===== src/rtl/mrrc_pkg.sv =====
`timescale 1ns / 1ps
// ----------------------------------------------------------------------------
// mrrc_pkg: shared types and constants of the ripple rotation counter
// Item formats, queue entry, configuration set, register indexes and reset
// values used by all files of the block.
// ----------------------------------------------------------------------------
package mrrc_pkg;

  // field widths
  localparam int RIPPLE_W   = 16;
  localparam int PERIOD_W   = 16;
  localparam int THR_W      = 16;
  localparam int IGNORE_W   = 16;
  localparam int PPR_W      = 6;
  localparam int TIMEOUT_W  = 24;
  localparam int REV_W      = 32;
  localparam int SPEED_W    = 24;
  localparam int PTIME_W    = 24;
  localparam int RTIME_W    = 32;
  localparam int DIVIDEND_W = 32;
  localparam int CFG_DATA_W = 24;
  localparam int CFG_IDX_W  = 2;

  // default history length and queue depth
  localparam int HISTORY_LEN_DEF = 4;
  localparam int QUEUE_DEPTH     = 2;

  // revolutions per second times 256, per microsecond of revolution time
  localparam longint unsigned SPEED_SCALE = 64'd256000000;
  localparam logic [SPEED_W-1:0] SPEED_MAX = '1;

  // operation codes
  localparam logic OP_SAMPLE = 1'b0;
  localparam logic OP_READ   = 1'b1;

  // configuration register indexes
  localparam logic [CFG_IDX_W-1:0] CFG_RIPPLE_THRESHOLD = 2'd0;
  localparam logic [CFG_IDX_W-1:0] CFG_PULSE_IGNORE     = 2'd1;
  localparam logic [CFG_IDX_W-1:0] CFG_PULSES_PER_REV   = 2'd2;
  localparam logic [CFG_IDX_W-1:0] CFG_STOP_TIMEOUT     = 2'd3;

  // configuration reset values
  localparam logic signed [THR_W-1:0] THR_RESET     = -16'sd30;
  localparam logic [IGNORE_W-1:0]     IGNORE_RESET  = 16'd500;
  localparam logic [PPR_W-1:0]        PPR_RESET     = 6'd6;
  localparam logic [TIMEOUT_W-1:0]    TIMEOUT_RESET = 24'd100000;

  typedef struct packed {
    logic                     op;
    logic signed [RIPPLE_W-1:0] ripple_ma;
    logic [PERIOD_W-1:0]      elapsed_us;
  } in_item_t;

  typedef struct packed {
    logic [REV_W-1:0]   total_revs;
    logic [REV_W-1:0]   revs_since_read;
    logic [SPEED_W-1:0] speed_rps_q8;
    logic               pulse_seen;
    logic               rev_done;
  } out_item_t;

  typedef struct packed {
    logic signed [THR_W-1:0] ripple_threshold_ma;
    logic [IGNORE_W-1:0]     pulse_ignore_us;
    logic [PPR_W-1:0]        pulses_per_rev;
    logic [TIMEOUT_W-1:0]    stop_timeout_us;
  } cfg_t;

  typedef enum logic {
    CMD_SAMPLE,
    CMD_READ
  } cmd_kind_t;

  // classified item as it travels through the queue
  typedef struct packed {
    cmd_kind_t           kind;
    logic                below_thr;
    logic                above_zero;
    logic [PERIOD_W-1:0] elapsed_us;
  } cmd_t;

  typedef struct packed {
    logic               done;
    logic [SPEED_W-1:0] quot;
  } div_rsp_t;

  typedef enum logic {
    BK_RUN,
    BK_DIV
  } back_state_t;

endpackage


===== src/rtl/mrrc_in_if.sv =====
`timescale 1ns / 1ps
// ----------------------------------------------------------------------------
// mrrc_in_if: input item channel
// Valid/ready channel carrying one sample or read request.
// ----------------------------------------------------------------------------
interface mrrc_in_if;
  logic                valid;
  logic                ready;
  mrrc_pkg::in_item_t  data;

  modport source (output valid, output data, input ready);
  modport sink   (input valid, input data, output ready);
endinterface


===== src/rtl/mrrc_out_if.sv =====
`timescale 1ns / 1ps
// ----------------------------------------------------------------------------
// mrrc_out_if: result item channel
// Valid/ready channel carrying one result per input item.
// ----------------------------------------------------------------------------
interface mrrc_out_if;
  logic                valid;
  logic                ready;
  mrrc_pkg::out_item_t data;

  modport source (output valid, output data, input ready);
  modport sink   (input valid, input data, output ready);
endinterface


===== src/rtl/mrrc_front.sv =====
`timescale 1ns / 1ps
// ----------------------------------------------------------------------------
// mrrc_front: input stage
// Accepts items, decodes the operation and compares the sample against the
// arming threshold and zero, then hands the classified item to the queue.
// ----------------------------------------------------------------------------
module mrrc_front (
  input  logic                clk,
  input  logic                rst,
  mrrc_in_if.sink             in_ch,
  input  mrrc_pkg::cfg_t      cfg,
  output logic                push,
  output mrrc_pkg::cmd_t      push_data,
  input  logic                full
);

  logic           hold_valid;
  mrrc_pkg::cmd_t hold;
  mrrc_pkg::cmd_t cls;
  logic           take;

  // classification of the incoming item
  always_comb begin
    cls.kind       = (in_ch.data.op == mrrc_pkg::OP_READ) ? mrrc_pkg::CMD_READ
                                                          : mrrc_pkg::CMD_SAMPLE;
    cls.below_thr  = in_ch.data.ripple_ma < cfg.ripple_threshold_ma;
    cls.above_zero = in_ch.data.ripple_ma > 16'sd0;
    cls.elapsed_us = in_ch.data.elapsed_us;
  end

  assign push        = hold_valid && !full;
  assign in_ch.ready = !hold_valid || !full;
  assign take        = in_ch.valid && in_ch.ready;
  assign push_data   = hold;

  // holding register
  always_ff @(posedge clk) begin
    if (rst) begin
      hold_valid <= 1'b0;
    end else if (take) begin
      hold_valid <= 1'b1;
    end else if (push) begin
      hold_valid <= 1'b0;
    end
  end

  always_ff @(posedge clk) begin
    if (take) begin
      hold <= cls;
    end
  end

endmodule


===== src/rtl/mrrc_queue.sv =====
`timescale 1ns / 1ps
// ----------------------------------------------------------------------------
// mrrc_queue: command queue
// Short FIFO between the front and back parts so each can stall on its own.
// ----------------------------------------------------------------------------
module mrrc_queue (
  input  logic           clk,
  input  logic           rst,
  input  logic           push,
  input  mrrc_pkg::cmd_t push_data,
  output logic           full,
  input  logic           pop,
  output logic           head_valid,
  output mrrc_pkg::cmd_t head
);

  localparam int DEPTH = mrrc_pkg::QUEUE_DEPTH;
  localparam int PTR_W = (DEPTH > 1) ? $clog2(DEPTH) : 1;
  localparam int CNT_W = $clog2(DEPTH + 1);

  mrrc_pkg::cmd_t   mem [DEPTH];
  logic [PTR_W-1:0] wr_ptr;
  logic [PTR_W-1:0] rd_ptr;
  logic [CNT_W-1:0] count;

  function automatic logic [PTR_W-1:0] bump(input logic [PTR_W-1:0] p);
    return (p == PTR_W'(DEPTH - 1)) ? '0 : p + PTR_W'(1);
  endfunction

  assign full       = (count == CNT_W'(DEPTH));
  assign head_valid = (count != '0);
  assign head       = mem[rd_ptr];

  // pointers and fill level
  always_ff @(posedge clk) begin
    if (rst) begin
      wr_ptr <= '0;
      rd_ptr <= '0;
      count  <= '0;
    end else begin
      if (push) begin
        wr_ptr <= bump(wr_ptr);
      end
      if (pop) begin
        rd_ptr <= bump(rd_ptr);
      end
      if (push && !pop) begin
        count <= count + CNT_W'(1);
      end else if (pop && !push) begin
        count <= count - CNT_W'(1);
      end
    end
  end

  always_ff @(posedge clk) begin
    if (push) begin
      mem[wr_ptr] <= push_data;
    end
  end

endmodule


===== src/rtl/mrrc_div.sv =====
`timescale 1ns / 1ps
// ----------------------------------------------------------------------------
// mrrc_div: speed divider
// Restoring divider, one quotient bit a cycle: scale constant divided by the
// history sum, saturated to the speed width. A zero sum gives all ones and
// so saturates.
// ----------------------------------------------------------------------------
module mrrc_div #(
  parameter int HISTORY_LEN = mrrc_pkg::HISTORY_LEN_DEF
) (
  input  logic                                         clk,
  input  logic                                         rst,
  input  logic                                         start,
  input  logic [mrrc_pkg::RTIME_W+$clog2(HISTORY_LEN)-1:0] divisor,
  output mrrc_pkg::div_rsp_t                           rsp
);

  localparam int SUM_W  = mrrc_pkg::RTIME_W + $clog2(HISTORY_LEN);
  localparam int DQ_W   = mrrc_pkg::DIVIDEND_W;
  localparam int STEP_W = $clog2(DQ_W);
  localparam logic [DQ_W-1:0] NUM =
    DQ_W'(64'(HISTORY_LEN) * mrrc_pkg::SPEED_SCALE);

  logic              busy;
  logic              done;
  logic [STEP_W-1:0] step;
  logic [SUM_W-1:0]  rem;
  logic [SUM_W-1:0]  dvs;
  logic [DQ_W-1:0]   dq;

  logic [SUM_W:0]    trial;
  logic [SUM_W:0]    diff;
  logic              ge;

  // one restoring step
  always_comb begin
    trial = {rem, dq[DQ_W-1]};
    diff  = trial - {1'b0, dvs};
    ge    = trial >= {1'b0, dvs};
  end

  always_ff @(posedge clk) begin
    if (rst) begin
      busy <= 1'b0;
      done <= 1'b0;
      step <= '0;
    end else begin
      done <= 1'b0;
      if (start) begin
        busy <= 1'b1;
        step <= '0;
      end else if (busy) begin
        step <= step + STEP_W'(1);
        if (step == STEP_W'(DQ_W - 1)) begin
          busy <= 1'b0;
          done <= 1'b1;
        end
      end
    end
  end

  // datapath: dividend shifts out as quotient shifts in
  always_ff @(posedge clk) begin
    if (start) begin
      rem <= '0;
      dvs <= divisor;
      dq  <= NUM;
    end else if (busy) begin
      rem <= ge ? diff[SUM_W-1:0] : trial[SUM_W-1:0];
      dq  <= {dq[DQ_W-2:0], ge};
    end
  end

  assign rsp.done = done;
  assign rsp.quot = (dq > DQ_W'(mrrc_pkg::SPEED_MAX)) ? mrrc_pkg::SPEED_MAX
                                                      : dq[mrrc_pkg::SPEED_W-1:0];

endmodule


===== src/rtl/mrrc_back.sv =====
`timescale 1ns / 1ps
// ----------------------------------------------------------------------------
// mrrc_back: execution stage
// Pops classified items, advances the timers, runs arming and pulse detection,
// counts revolutions, keeps the revolution time history and its running sum,
// and drives the result register. A revolution waits for the divider.
// ----------------------------------------------------------------------------
module mrrc_back #(
  parameter int HISTORY_LEN = mrrc_pkg::HISTORY_LEN_DEF
) (
  input  logic                  clk,
  input  logic                  rst,
  input  mrrc_pkg::cfg_t        cfg,
  input  logic                  head_valid,
  input  mrrc_pkg::cmd_t        head,
  output logic                  pop,
  mrrc_out_if.source            out_ch
);

  localparam int SUM_W = mrrc_pkg::RTIME_W + $clog2(HISTORY_LEN);
  localparam int PT_W  = mrrc_pkg::PTIME_W;
  localparam int RT_W  = mrrc_pkg::RTIME_W;
  localparam int RV_W  = mrrc_pkg::REV_W;
  localparam int PP_W  = mrrc_pkg::PPR_W;
  localparam logic [SUM_W-1:0] SUM_RESET =
    SUM_W'(64'(HISTORY_LEN) * 64'hFFFF_FFFF);

  mrrc_pkg::back_state_t state, state_next;

  // block state
  logic                        armed;
  logic [PP_W-1:0]             pulse_count;
  logic [PT_W-1:0]             since_pulse;
  logic [RT_W-1:0]             since_rev;
  logic [RV_W-1:0]             rev_total;
  logic [RV_W-1:0]             rev_at_last_read;
  logic [RT_W-1:0]             hist [HISTORY_LEN];
  logic [SUM_W-1:0]            hist_sum;
  logic [mrrc_pkg::SPEED_W-1:0] speed;

  // result register
  logic                 out_valid;
  mrrc_pkg::out_item_t  out_reg;

  // step results
  logic [PT_W:0]        sp_add;
  logic [RT_W:0]        sr_add;
  logic [PT_W-1:0]      sp;
  logic [RT_W-1:0]      sr;
  logic                 timeout;
  logic                 fire;
  logic [PP_W-1:0]      pc_inc;
  logic                 rev_now;
  logic                 is_read;
  logic [SUM_W-1:0]     sum_next;
  logic [RV_W-1:0]      total_next;

  // control
  logic                 out_free;
  logic                 div_start;
  logic                 load_out;
  logic                 load_div;
  mrrc_pkg::div_rsp_t   div_rsp;

  // sample step arithmetic
  always_comb begin
    is_read  = (head.kind == mrrc_pkg::CMD_READ);
    sp_add   = {1'b0, since_pulse} + (PT_W + 1)'(head.elapsed_us);
    sr_add   = {1'b0, since_rev} + (RT_W + 1)'(head.elapsed_us);
    sp       = sp_add[PT_W] ? '1 : sp_add[PT_W-1:0];
    sr       = sr_add[RT_W] ? '1 : sr_add[RT_W-1:0];
    timeout  = sp > cfg.stop_timeout_us;
    fire     = (armed || (head.below_thr && (sp > PT_W'(cfg.pulse_ignore_us))))
               && head.above_zero;
    pc_inc   = pulse_count + PP_W'(1);
    rev_now  = !is_read && fire && (pc_inc >= cfg.pulses_per_rev);
    sum_next = hist_sum - SUM_W'(hist[HISTORY_LEN-1]) + SUM_W'(sr);
    total_next = rev_now ? rev_total + RV_W'(1) : rev_total;
  end

  assign out_free = !out_valid || out_ch.ready;

  // next state
  always_comb begin
    state_next = state;
    unique case (state)
      mrrc_pkg::BK_RUN: begin
        if (head_valid && out_free && rev_now) begin
          state_next = mrrc_pkg::BK_DIV;
        end
      end
      mrrc_pkg::BK_DIV: begin
        if (div_rsp.done) begin
          state_next = mrrc_pkg::BK_RUN;
        end
      end
    endcase
  end

  // control outputs
  always_comb begin
    pop       = 1'b0;
    div_start = 1'b0;
    load_out  = 1'b0;
    load_div  = 1'b0;
    unique case (state)
      mrrc_pkg::BK_RUN: begin
        pop       = head_valid && out_free;
        div_start = pop && rev_now;
        load_out  = pop && !rev_now;
      end
      mrrc_pkg::BK_DIV: begin
        load_div = div_rsp.done;
      end
    endcase
  end

  always_ff @(posedge clk) begin
    if (rst) begin
      state <= mrrc_pkg::BK_RUN;
    end else begin
      state <= state_next;
    end
  end

  // state update on each popped item
  always_ff @(posedge clk) begin
    if (rst) begin
      armed            <= 1'b0;
      pulse_count      <= '0;
      since_pulse      <= '0;
      since_rev        <= '0;
      rev_total        <= '0;
      rev_at_last_read <= '0;
      hist_sum         <= SUM_RESET;
      speed            <= '0;
      for (int i = 0; i < HISTORY_LEN; i++) begin
        hist[i] <= '1;
      end
    end else begin
      if (pop) begin
        if (is_read) begin
          rev_at_last_read <= rev_total;
        end else begin
          since_rev <= rev_now ? '0 : sr;
          if (timeout) begin
            speed <= '0;
          end
          if (fire) begin
            armed       <= 1'b0;
            since_pulse <= '0;
            pulse_count <= rev_now ? '0 : pc_inc;
          end else begin
            armed       <= armed || (head.below_thr &&
                                     (sp > PT_W'(cfg.pulse_ignore_us)));
            since_pulse <= sp;
          end
          if (rev_now) begin
            rev_total <= total_next;
            hist_sum  <= sum_next;
            for (int i = HISTORY_LEN - 1; i >= 1; i--) begin
              hist[i] <= hist[i-1];
            end
            hist[0] <= sr;
          end
        end
      end
      if (load_div) begin
        speed <= div_rsp.quot;
      end
    end
  end

  // result register
  always_ff @(posedge clk) begin
    if (rst) begin
      out_valid <= 1'b0;
    end else if (load_out || load_div) begin
      out_valid <= 1'b1;
    end else if (out_ch.ready) begin
      out_valid <= 1'b0;
    end
  end

  always_ff @(posedge clk) begin
    if (load_out) begin
      out_reg.total_revs      <= rev_total;
      out_reg.revs_since_read <= rev_total - rev_at_last_read;
      out_reg.speed_rps_q8    <= (!is_read && timeout) ? '0 : speed;
      out_reg.pulse_seen      <= !is_read && fire;
      out_reg.rev_done        <= 1'b0;
    end else if (div_start) begin
      out_reg.total_revs      <= total_next;
      out_reg.revs_since_read <= total_next - rev_at_last_read;
      out_reg.pulse_seen      <= 1'b1;
      out_reg.rev_done        <= 1'b1;
    end else if (load_div) begin
      out_reg.speed_rps_q8    <= div_rsp.quot;
    end
  end

  assign out_ch.valid = out_valid;
  assign out_ch.data  = out_reg;

  mrrc_div #(
    .HISTORY_LEN (HISTORY_LEN)
  ) u_div (
    .clk     (clk),
    .rst     (rst),
    .start   (div_start),
    .divisor (sum_next),
    .rsp     (div_rsp)
  );

endmodule


===== src/rtl/motor_ripple_rotation_counter_core.sv =====
`timescale 1ns / 1ps
// ----------------------------------------------------------------------------
// motor_ripple_rotation_counter_core: revolution counter from current ripple
// Counts ripple pulses in pre-filtered motor current samples, derives
// revolutions and an averaged speed, and serves read-and-clear requests.
// ----------------------------------------------------------------------------
// Each item gives exactly one result. An item passes the input register and
// the two-entry queue and is executed in the back stage, so samples and reads
// that complete no revolution flow at one item a cycle once the pipe is full
// and while the receiver takes results, each result registered before it is
// offered. An item that completes a revolution holds the execution stage
// until the 32-step restoring divider has turned the revolution time history
// sum into speed; the queue keeps taking items meanwhile. Configuration is
// written through cfg_we, cfg_index and cfg_data and must only change while
// the block is idle.
module motor_ripple_rotation_counter_core #(
  parameter int HISTORY_LEN = mrrc_pkg::HISTORY_LEN_DEF
) (
  input  logic                                clk,
  input  logic                                rst,
  mrrc_in_if.sink                             in_ch,
  mrrc_out_if.source                          out_ch,
  input  logic                                cfg_we,
  input  logic [mrrc_pkg::CFG_IDX_W-1:0]      cfg_index,
  input  logic [mrrc_pkg::CFG_DATA_W-1:0]     cfg_data
);

  mrrc_pkg::cfg_t cfg;
  logic           push;
  mrrc_pkg::cmd_t push_data;
  logic           full;
  logic           pop;
  logic           head_valid;
  mrrc_pkg::cmd_t head;

  // configuration registers
  always_ff @(posedge clk) begin
    if (rst) begin
      cfg.ripple_threshold_ma <= mrrc_pkg::THR_RESET;
      cfg.pulse_ignore_us     <= mrrc_pkg::IGNORE_RESET;
      cfg.pulses_per_rev      <= mrrc_pkg::PPR_RESET;
      cfg.stop_timeout_us     <= mrrc_pkg::TIMEOUT_RESET;
    end else if (cfg_we) begin
      unique case (cfg_index)
        mrrc_pkg::CFG_RIPPLE_THRESHOLD:
          cfg.ripple_threshold_ma <= cfg_data[mrrc_pkg::THR_W-1:0];
        mrrc_pkg::CFG_PULSE_IGNORE:
          cfg.pulse_ignore_us     <= cfg_data[mrrc_pkg::IGNORE_W-1:0];
        mrrc_pkg::CFG_PULSES_PER_REV:
          cfg.pulses_per_rev      <= cfg_data[mrrc_pkg::PPR_W-1:0];
        mrrc_pkg::CFG_STOP_TIMEOUT:
          cfg.stop_timeout_us     <= cfg_data[mrrc_pkg::TIMEOUT_W-1:0];
      endcase
    end
  end

  mrrc_front u_front (
    .clk       (clk),
    .rst       (rst),
    .in_ch     (in_ch),
    .cfg       (cfg),
    .push      (push),
    .push_data (push_data),
    .full      (full)
  );

  mrrc_queue u_queue (
    .clk        (clk),
    .rst        (rst),
    .push       (push),
    .push_data  (push_data),
    .full       (full),
    .pop        (pop),
    .head_valid (head_valid),
    .head       (head)
  );

  mrrc_back #(
    .HISTORY_LEN (HISTORY_LEN)
  ) u_back (
    .clk        (clk),
    .rst        (rst),
    .cfg        (cfg),
    .head_valid (head_valid),
    .head       (head),
    .pop        (pop),
    .out_ch     (out_ch)
  );

endmodule


===== src/flat_wrapper.sv =====
// flat-port wrapper written by rule: the top's interface ports become plain ports
module motor_ripple_rotation_counter_core_flat 
#(
  parameter int HISTORY_LEN = mrrc_pkg::HISTORY_LEN_DEF
)
  (clk, rst, cfg_we, cfg_index, cfg_data, in_ch_valid, in_ch_data, in_ch_ready, out_ch_valid, out_ch_data, out_ch_ready);
  mrrc_in_if in_ch_i ();
  mrrc_out_if out_ch_i ();
  input  logic clk;
  input  logic rst;
  input  logic cfg_we;
  input  logic [mrrc_pkg::CFG_IDX_W-1:0] cfg_index;
  input  logic [mrrc_pkg::CFG_DATA_W-1:0] cfg_data;
  input wire logic [$bits(in_ch_i.valid)-1:0] in_ch_valid;
  input wire logic [$bits(in_ch_i.data)-1:0] in_ch_data;
  output wire logic [$bits(in_ch_i.ready)-1:0] in_ch_ready;
  output wire logic [$bits(out_ch_i.valid)-1:0] out_ch_valid;
  output wire logic [$bits(out_ch_i.data)-1:0] out_ch_data;
  input wire logic [$bits(out_ch_i.ready)-1:0] out_ch_ready;
  assign in_ch_i.valid = in_ch_valid;
  assign in_ch_i.data = in_ch_data;
  assign in_ch_ready = in_ch_i.ready;
  assign out_ch_valid = out_ch_i.valid;
  assign out_ch_data = out_ch_i.data;
  assign out_ch_i.ready = out_ch_ready;
  motor_ripple_rotation_counter_core #(.HISTORY_LEN(HISTORY_LEN)) u_core (.clk(clk), .rst(rst), .in_ch(in_ch_i), .out_ch(out_ch_i), .cfg_we(cfg_we), .cfg_index(cfg_index), .cfg_data(cfg_data));
endmodule

===== config.mk =====
export PLATFORM = sky130hd
export DESIGN_NAME = motor_ripple_rotation_counter_core_flat
export DESIGN_NICKNAME = d
export VERILOG_FILES = /design/src/rtl/mrrc_pkg.sv /design/src/rtl/mrrc_in_if.sv /design/src/rtl/mrrc_out_if.sv /design/src/rtl/mrrc_front.sv /design/src/rtl/mrrc_queue.sv /design/src/rtl/mrrc_div.sv /design/src/rtl/mrrc_back.sv /design/src/rtl/motor_ripple_rotation_counter_core.sv /design/src/flat_wrapper.sv
export SDC_FILE = /design/constraint.sdc
export NUM_CORES = 1
export LEC_CHECK = 0
export ABC_CLOCK_PERIOD_IN_PS = 11030
export BUFFER_PORTS_ARGS = -buffer_cell sky130_fd_sc_hd__buf_2
export CELL_PAD_IN_SITES_DETAIL_PLACEMENT = 0
export CELL_PAD_IN_SITES_GLOBAL_PLACEMENT = 2
export CORE_ASPECT_RATIO = 0.8
export CORE_MARGIN = 3
export CORE_UTILIZATION = 25
export CTS_BUF_LIST = sky130_fd_sc_hd__clkbuf_8
export DETAILED_ROUTE_END_ITERATION = 12
export PLACE_DENSITY_LB_ADDON = 0.1
export SLEW_MARGIN = 20
export SYNTH_ARGS = -nofsm -noshare
export SYNTH_HDL_FRONTEND = slang
export SYNTH_SLANG_ARGS = --single-unit

===== constraint.sdc =====
create_clock -name clk -period 11.03 [get_ports clk]
set_input_delay 1.103 -clock clk [delete_from_list [all_inputs] [get_ports clk]]
set_output_delay 1.103 -clock clk [all_outputs]
set_load 0.005 [all_outputs]

==> results of run 1 <==
-- logic make-up after synthesis --
family,synth area share
fa+ha+maj,0.09570
mux,0.02849
flops,0.4757
xor+xnor,0.04778
compound gates,0.1428
buf+inv,0.04883
simple gates,0.1607
-- critical path: cells and delay by family (launching register included) --
family	cells	cell delay (ns)
AOI/OAI and AO/OA	18	5.06
xor gates and xnor gates	2	0.24
adders and majority gates	4	1.40
buffers and inverters	1	0.39
DFF	1	0.62
muxes	1	0.41
and+or+nand+nor	5	1.43
-- flip-flops by register name, indices dropped and copies added, names as in the netlist, 2 cells and up, named ones only --
name,flops
u_core.u_back.hist,128
u_core.u_back.out_ch.data,90
u_core.cfg,62
u_core.u_queue.mem,38
u_core.u_back.hist_sum,34
u_core.u_back.u_div.dvs,34
u_core.u_back.u_div.rem,34
u_core.u_back.rev_at_last_read,32
u_core.u_back.rev_total,32
u_core.u_back.since_rev,32
u_core.u_back.u_div.dq,32
u_core.u_back.since_pulse,24
u_core.u_back.speed,24
u_core.u_front.push_data,19
u_core.u_back.pulse_count,6
u_core.u_back.u_div.step,5
u_core.u_queue.count,2
-- report_power, final --
group          internal (mW)  switching (mW)
clock                   1.31            1.08
sequential              2.86           0.115
combinational           1.24            2.26
-- final timing paths --
| path | start | end | slack (ns) |
|---|---|---|---|
| worst max-delay path | register | u_core.u_back.out_ch.data[57] | 1.20 |
| worst min-delay path | u_core.u_front.push_data[5] | u_core.u_queue.mem[0][5] | 0.44 |
| worst max register to register | register | u_core.u_back.out_ch.data[57] | 1.20 |
| worst min register to register | u_core.u_front.push_data[5] | u_core.u_queue.mem[0][5] | 0.44 |
-- layer usage --
layer	up-vias	share of wire
met5	-	0
met4	0	0.020
met3	140	0.043
met2	441	0.39
met1	12260	0.55
li1	12530	-
-- synth_stat cells (25+ instances only) --
library cell / instances / area share
o21ai_0: 140 / 0.021
a211oi_1: 36 / 0.0081
dfxtp_1: 329 / 0.20
o211ai_1: 66 / 0.015
a21oi_1: 279 / 0.042
xor2_1: 61 / 0.016
ha_1: 197 / 0.074
nor2_1: 255 / 0.029
inv_1: 265 / 0.030
a21o_1: 65 / 0.015
nand2b_1: 25 / 0.0047
o21a_1: 27 / 0.0061
nand4_1: 31 / 0.0058
and3_1: 27 / 0.0051
mux2i_1: 70 / 0.021
nand2_1: 431 / 0.049
clkbuf_1: 131 / 0.015
edfxtp_1: 308 / 0.28
or3_1: 117 / 0.022
xnor2_1: 118 / 0.031
nor2b_1: 25 / 0.0047
nand3_1: 75 / 0.011
nor3_1: 57 / 0.0086
fa_1: 36 / 0.022
-- layout make-up --
| class | count | area, sq um |
|---|---|---|
| tap | 1754 | 2195 |
| antenna | 5 | 12.51 |
| multi-input combinational | 2394 | 15910 |
| inverter | 267 | 1005 |
| fill | 13960 | 93290 |
| clock inverter | 82 | 506.7 |
| clock buffer | 143 | 1968 |
| timing repair buffer | 206 | 1194 |
| sequential | 637 | 15840 |
==> results.sh, run 1 <==
export IMPL_synth_cell_types=92
export IMPL_place_inst=5258
export IMPL_synth_net_count=3753
export IMPL_setup_violations_final=0
export IMPL_end_kind="register"
export IMPL_cts_buffer_depth=3
export IMPL_numCtsBuffers=119
export IMPL_use_met3=0.02770
export IMPL_grt_busiest_layer="met1"
export IMPL_period_share=0.8912
export IMPL_final_min_clock_period_ns=9.829
export IMPL_nNetsFinal=3922
export IMPL_dr_pass1_iters=4
export IMPL_synth_warnings=0
export IMPL_grt_usage=0.1527
export IMPL_holdWs_ns=0.4439
export IMPL_clock_skew_ns=0.05525
export IMPL_postSynthCellCount=3456
export IMPL_use_met2=0.2048
export IMPL_cts_root_buf="clkbuf_8"
export IMPL_syn_area_sq_um=33290
export IMPL_ff2ff_path_depth=31
export IMPL_ys_seq_area_frac=0.4757
export IMPL_crit_path_top_delay_cell="o311ai_0"
export IMPL_drt_iter0_markers=1536
export IMPL_die_area_sq_um=137600
export IMPL_start_util=0.2523
export IMPL_ir_worst_vdd_mv=0.1609
export IMPL_dr_total_vias=25370
export IMPL_pin_count=156
export IMPL_p_per_area_nw_per_um2=229.6
export IMPL_rsz0062_at_grt="no"
export IMPL_die_y_um=332.4
export IMPL_place_hpwl_um=76450
export IMPL_avgRoutedWirePerCell_um=19.33
export IMPL_crit_type="reg2reg"
export IMPL_post_route_util=0.2928
export IMPL_worst_slew_pin_slew_ns=1.162
export IMPL_route_detailed_drc=0
export IMPL_path_clk_slew_ns=0.06
export IMPL_grt_util_met1=0.2461
export IMPL_setup_tns_ns=0
export IMPL_die_w_um=414.0
export IMPL_status="completed"
export IMPL_antenna_found_initial=10
export IMPL_place_area_sq_um=36140
export IMPL_hp_class="reg2reg"
export IMPL_cp_slowest_stage_delay_ns=0.75
export IMPL_postRouteAntennaNets=0
export IMPL_hold_viol_final=0
export IMPL_port_buffers=155
export IMPL_grt_max_degree=88
export IMPL_layout_commonest_cell="nand2_1"
export IMPL_grt_pass1_wl_um=161600
export IMPL_overflow=0
export IMPL_htreeDepth=3
export IMPL_startpoint_type="register"
export IMPL_ctsResizeCount=0
export IMPL_required_ns=11.58
export IMPL_layout_common_cells="nand2_1 (428), dfxtp_1 (328), inv_1 (320)"
export IMPL_maxCapViolCount=0
export IMPL_gp_congestion=0.7913
export IMPL_p_leak_nw=14.73
export IMPL_synth_edf_count=308
export IMPL_cts_tree="built"
export IMPL_max_freq_ghz=0.1017
export IMPL_ctsHoldBuffers=0
export IMPL_total_power_mw=8.871
export IMPL_clk_latency_ns=0.82
export IMPL_cts_sinks=637
export IMPL_hold_path_depth=0
export IMPL_stdcell_count=5488
export IMPL_synthFlopType="dfxtp_1"
export IMPL_async_flop_share=0
export IMPL_relSlewSlack=0.2227
export IMPL_ys_ff_latch=637
export IMPL_critPathMaxFanout=19
export IMPL_arrival_ns=10.38
export IMPL_syn_to_final_growth_pct=16.05
export IMPL_wl_um=106100
export IMPL_dp_slack_ns=1.003
export IMPL_cpMostUsedCell="ha_1"
export IMPL_post_cts_buffers=0
export IMPL_final_area_sq_um=38630
export IMPL_coreArea_sq_um=131900
export IMPL_layout_drive_gt1_share=0.1201
export IMPL_routed_via_density=4.624
export IMPL_grt_pass1_vias=25500
export IMPL_avgSynthCellArea_sq_um=9.631
export IMPL_fin_ws_ns=1.201
export IMPL_std_cell_rows=119
export IMPL_slew_violations=0
(Power assumes the default switching activity.)
==> run 2, diff against run 1 <==
--- a/config.mk
+++ b/config.mk
@@ -5,7 +5,7 @@
 export SDC_FILE = /design/constraint.sdc
 export NUM_CORES = 1
 export LEC_CHECK = 0
-export ABC_CLOCK_PERIOD_IN_PS = 11030
+export ABC_CLOCK_PERIOD_IN_PS = 9000
 export BUFFER_PORTS_ARGS = -buffer_cell sky130_fd_sc_hd__buf_2
 export CELL_PAD_IN_SITES_DETAIL_PLACEMENT = 0
 export CELL_PAD_IN_SITES_GLOBAL_PLACEMENT = 2
==> constraint.sdc (replaced) <==
create_clock -name clk -period 9 [get_ports clk]
set_input_delay 0.9 -clock clk [delete_from_list [all_inputs] [get_ports clk]]
set_output_delay 0.9 -clock clk [all_outputs]
set_load 0.005 [all_outputs]
==> results.sh, run 2 (synthesis gave the netlist of run 1 again) <==
export IMPL_status="completed"
export IMPL_routed_via_density=4.628
export IMPL_end_kind="register"
export IMPL_grt_usage=0.1501
export IMPL_cp_slowest_stage_delay_ns=0.45
export IMPL_nNetsFinal=3945
export IMPL_layout_commonest_cell="nand2_1"
export IMPL_path_depth=34
export IMPL_final_min_clock_period_ns=8.395
export IMPL_required_ns=9.54
export IMPL_syn_to_final_growth_pct=16.49
export IMPL_period_share=0.9328
export IMPL_coreArea_sq_um=131900
export IMPL_p_leak_nw=14.81
export IMPL_grt_max_degree=88
export IMPL_largest_register_ffs=128
export IMPL_cts_sinks=637
export IMPL_post_route_util=0.2939
export IMPL_wl_met2_um=40950
export IMPL_crit_path_top_delay_cell="fa_1"
export IMPL_wirelength_met1_um=57330
export IMPL_path_buf_inv=2
export IMPL_place_hpwl_um=75310
export IMPL_top_register="u_core.u_back.hist"
export IMPL_rsz0062_at_grt="no"
export IMPL_worst_slew_pin_slew_ns=1.091
export IMPL_die_w_um=414.0
export IMPL_max_freq_ghz=0.1191
export IMPL_layout_common_cells="nand2_1 (429), dfxtp_1 (328), inv_1 (320)"
export IMPL_grt_pass1_wl_um=159300
export IMPL_dr_total_vias=25510
export IMPL_pin_count=156
export IMPL_grt_pass1_vias=25190
export IMPL_port_buffers=155
export IMPL_multi_input_area_sq_um=15970
export IMPL_route_detailed_drc=0
export IMPL_hold_viol_final=0
export IMPL_slew_violations=0
export IMPL_regToRegEndpoint="u_core.u_back.out_ch.data[56]"
export IMPL_wl_met3_um=4456
export IMPL_start_util=0.2523
export IMPL_clk_latency_ns=0.82
export IMPL_ir_worst_vdd_mv=0.1579
export IMPL_clock_skew_ns=0.04501
export IMPL_setup_violations_final=0
export IMPL_cts_tree="built"
export IMPL_cts_buffer_depth=3
export IMPL_htreeDepth=3
export IMPL_critPathMaxFanout=5
export IMPL_highest_signal_layer="met4"
export IMPL_ff2ff_path_depth=34
export IMPL_ctsHoldBuffers=0
export IMPL_setup_tns_ns=0
export IMPL_arrival_ns=8.94
export IMPL_cts_root_buf="clkbuf_8"
export IMPL_stdcell_count=5512
export IMPL_nFillCells=13980
export IMPL_startpoint_type="register"
export IMPL_crit_type="reg2reg"
export IMPL_postRouteAntennaNets=0
export IMPL_die_y_um=332.4
export IMPL_crit_end="u_core.u_back.out_ch.data[56]"
export IMPL_drt_iter0_markers=1611
export IMPL_numCtsBuffers=118
export IMPL_dr_pass1_iters=6
export IMPL_place_inst=5281
export IMPL_r2r_slack_ns=0.60
export IMPL_gp_congestion=0.7961
export IMPL_layout_drive_gt1_share=0.1277
export IMPL_maxCapViolCount=0
export IMPL_seqCellArea_sq_um=15840
export IMPL_overflow=0
export IMPL_total_power_mw=10.94
export IMPL_die_area_sq_um=137600
export IMPL_wl_um=105000
export IMPL_p_per_area_nw_per_um2=282.1
export IMPL_hp_class="in2reg"
export IMPL_relSlewSlack=0.2706
export IMPL_path_clk_slew_ns=0.06
export IMPL_avgRoutedWirePerCell_um=19.04
export IMPL_antenna_found_initial=8
export IMPL_cp_top_family="compound AO/OA/AOI/OAI gates"
export IMPL_std_cell_rows=119
## run 2: cell types whose count changed in the layout (fill, tap and decap cells not counted), sizes merged
cell / change
bufinv: -1
inv: +4
clkinvlp: -2
clkbuf: -8
diode: +2
clkinv: +5
buf: +24
## run 2: what timing repair did
| item | in CTS | in global routing |
|---|---|---|
| endpoints found under the setup margin | 2 | 8 |
| gates resized for setup | 1 | 12 |
| pin swaps | 0 | 2 |
| buffers inserted | 0 | 1 |
## run 2: worst reg2reg max path: cells and delay by family (launching register included)
| family | cells | cell delay (ns) |
|---|---|---|
| buffers and inverters | 2 | 0.22 |
| AOI/OAI and AO/OA | 15 | 3.32 |
| adders and majority gates | 5 | 1.61 |
| DFF | 1 | 0.39 |
| muxes | 1 | 0.37 |
| xor gates and xnor gates | 3 | 0.36 |
| and+or+nand+nor | 8 | 1.87 |
## run 2: worst min-delay path by stage
| stage | start | end | cells after the start |
|---|---|---|---|
| after CTS | in_ch_data[10] | u_core.u_front.push_data[10] | 1 |
| after detailed placement | u_core.u_front.push_data[12] | u_core.u_queue.mem[1][12] | 0 |
| after floorplan | u_core.u_front.push_data[0] | u_core.u_queue.mem[0][0] | 0 |
| final | in_ch_data[3] | u_core.u_front.push_data[3] | 1 |
| after global placement | u_core.u_front.push_data[10] | u_core.u_queue.mem[0][10] | 0 |
| after global routing | in_ch_data[3] | u_core.u_front.push_data[3] | 1 |
## run 2: cell type report
class / instances / share of cell area
Multi-Input combinational cell: 2394 / 0.4119
Tap cell: 1754 / 0.05660
Clock buffer: 135 / 0.04792
Timing Repair Buffer: 230 / 0.03562
Clock inverter: 88 / 0.01317
Sequential cell: 637 / 0.4085
Inverter: 267 / 0.02591
Antenna cell: 7 / 0.0004517
## run 2: per-layer routing
| layer | vias up | track usage |
|---|---|---|
| li1 | 12590 | - |
| met1 | 12290 | 0.2411 |
| met2 | 482 | 0.2032 |
| met3 | 152 | 0.02567 |
| met4 | 0 | 0.03527 |
| met5 | - | 0 |
## run 2: stage by stage
step | worst slack (ns) | hold slack, ns | cell area (sq um)
final | 0.6046 | 0.2769 | 38780
after global routing | 0.04698 | 0.1755 | 38770
after CTS | 0.03457 | 0.1453 | 38690
after detailed placement | 0.007902 | 0.4391 | 36320
after global placement | 0.01263 | 0.4286 | 36290
after floorplan | 0.6396 | 0.4215 | 33290
## run 2: power breakdown
part           total (mW)  internal [mW]  switching (mW)  leakage [nW]
sequential           3.64           3.51           0.132          5.24
clock                2.85           1.51            1.34          1.42
combinational        4.45           1.63            2.83          8.16
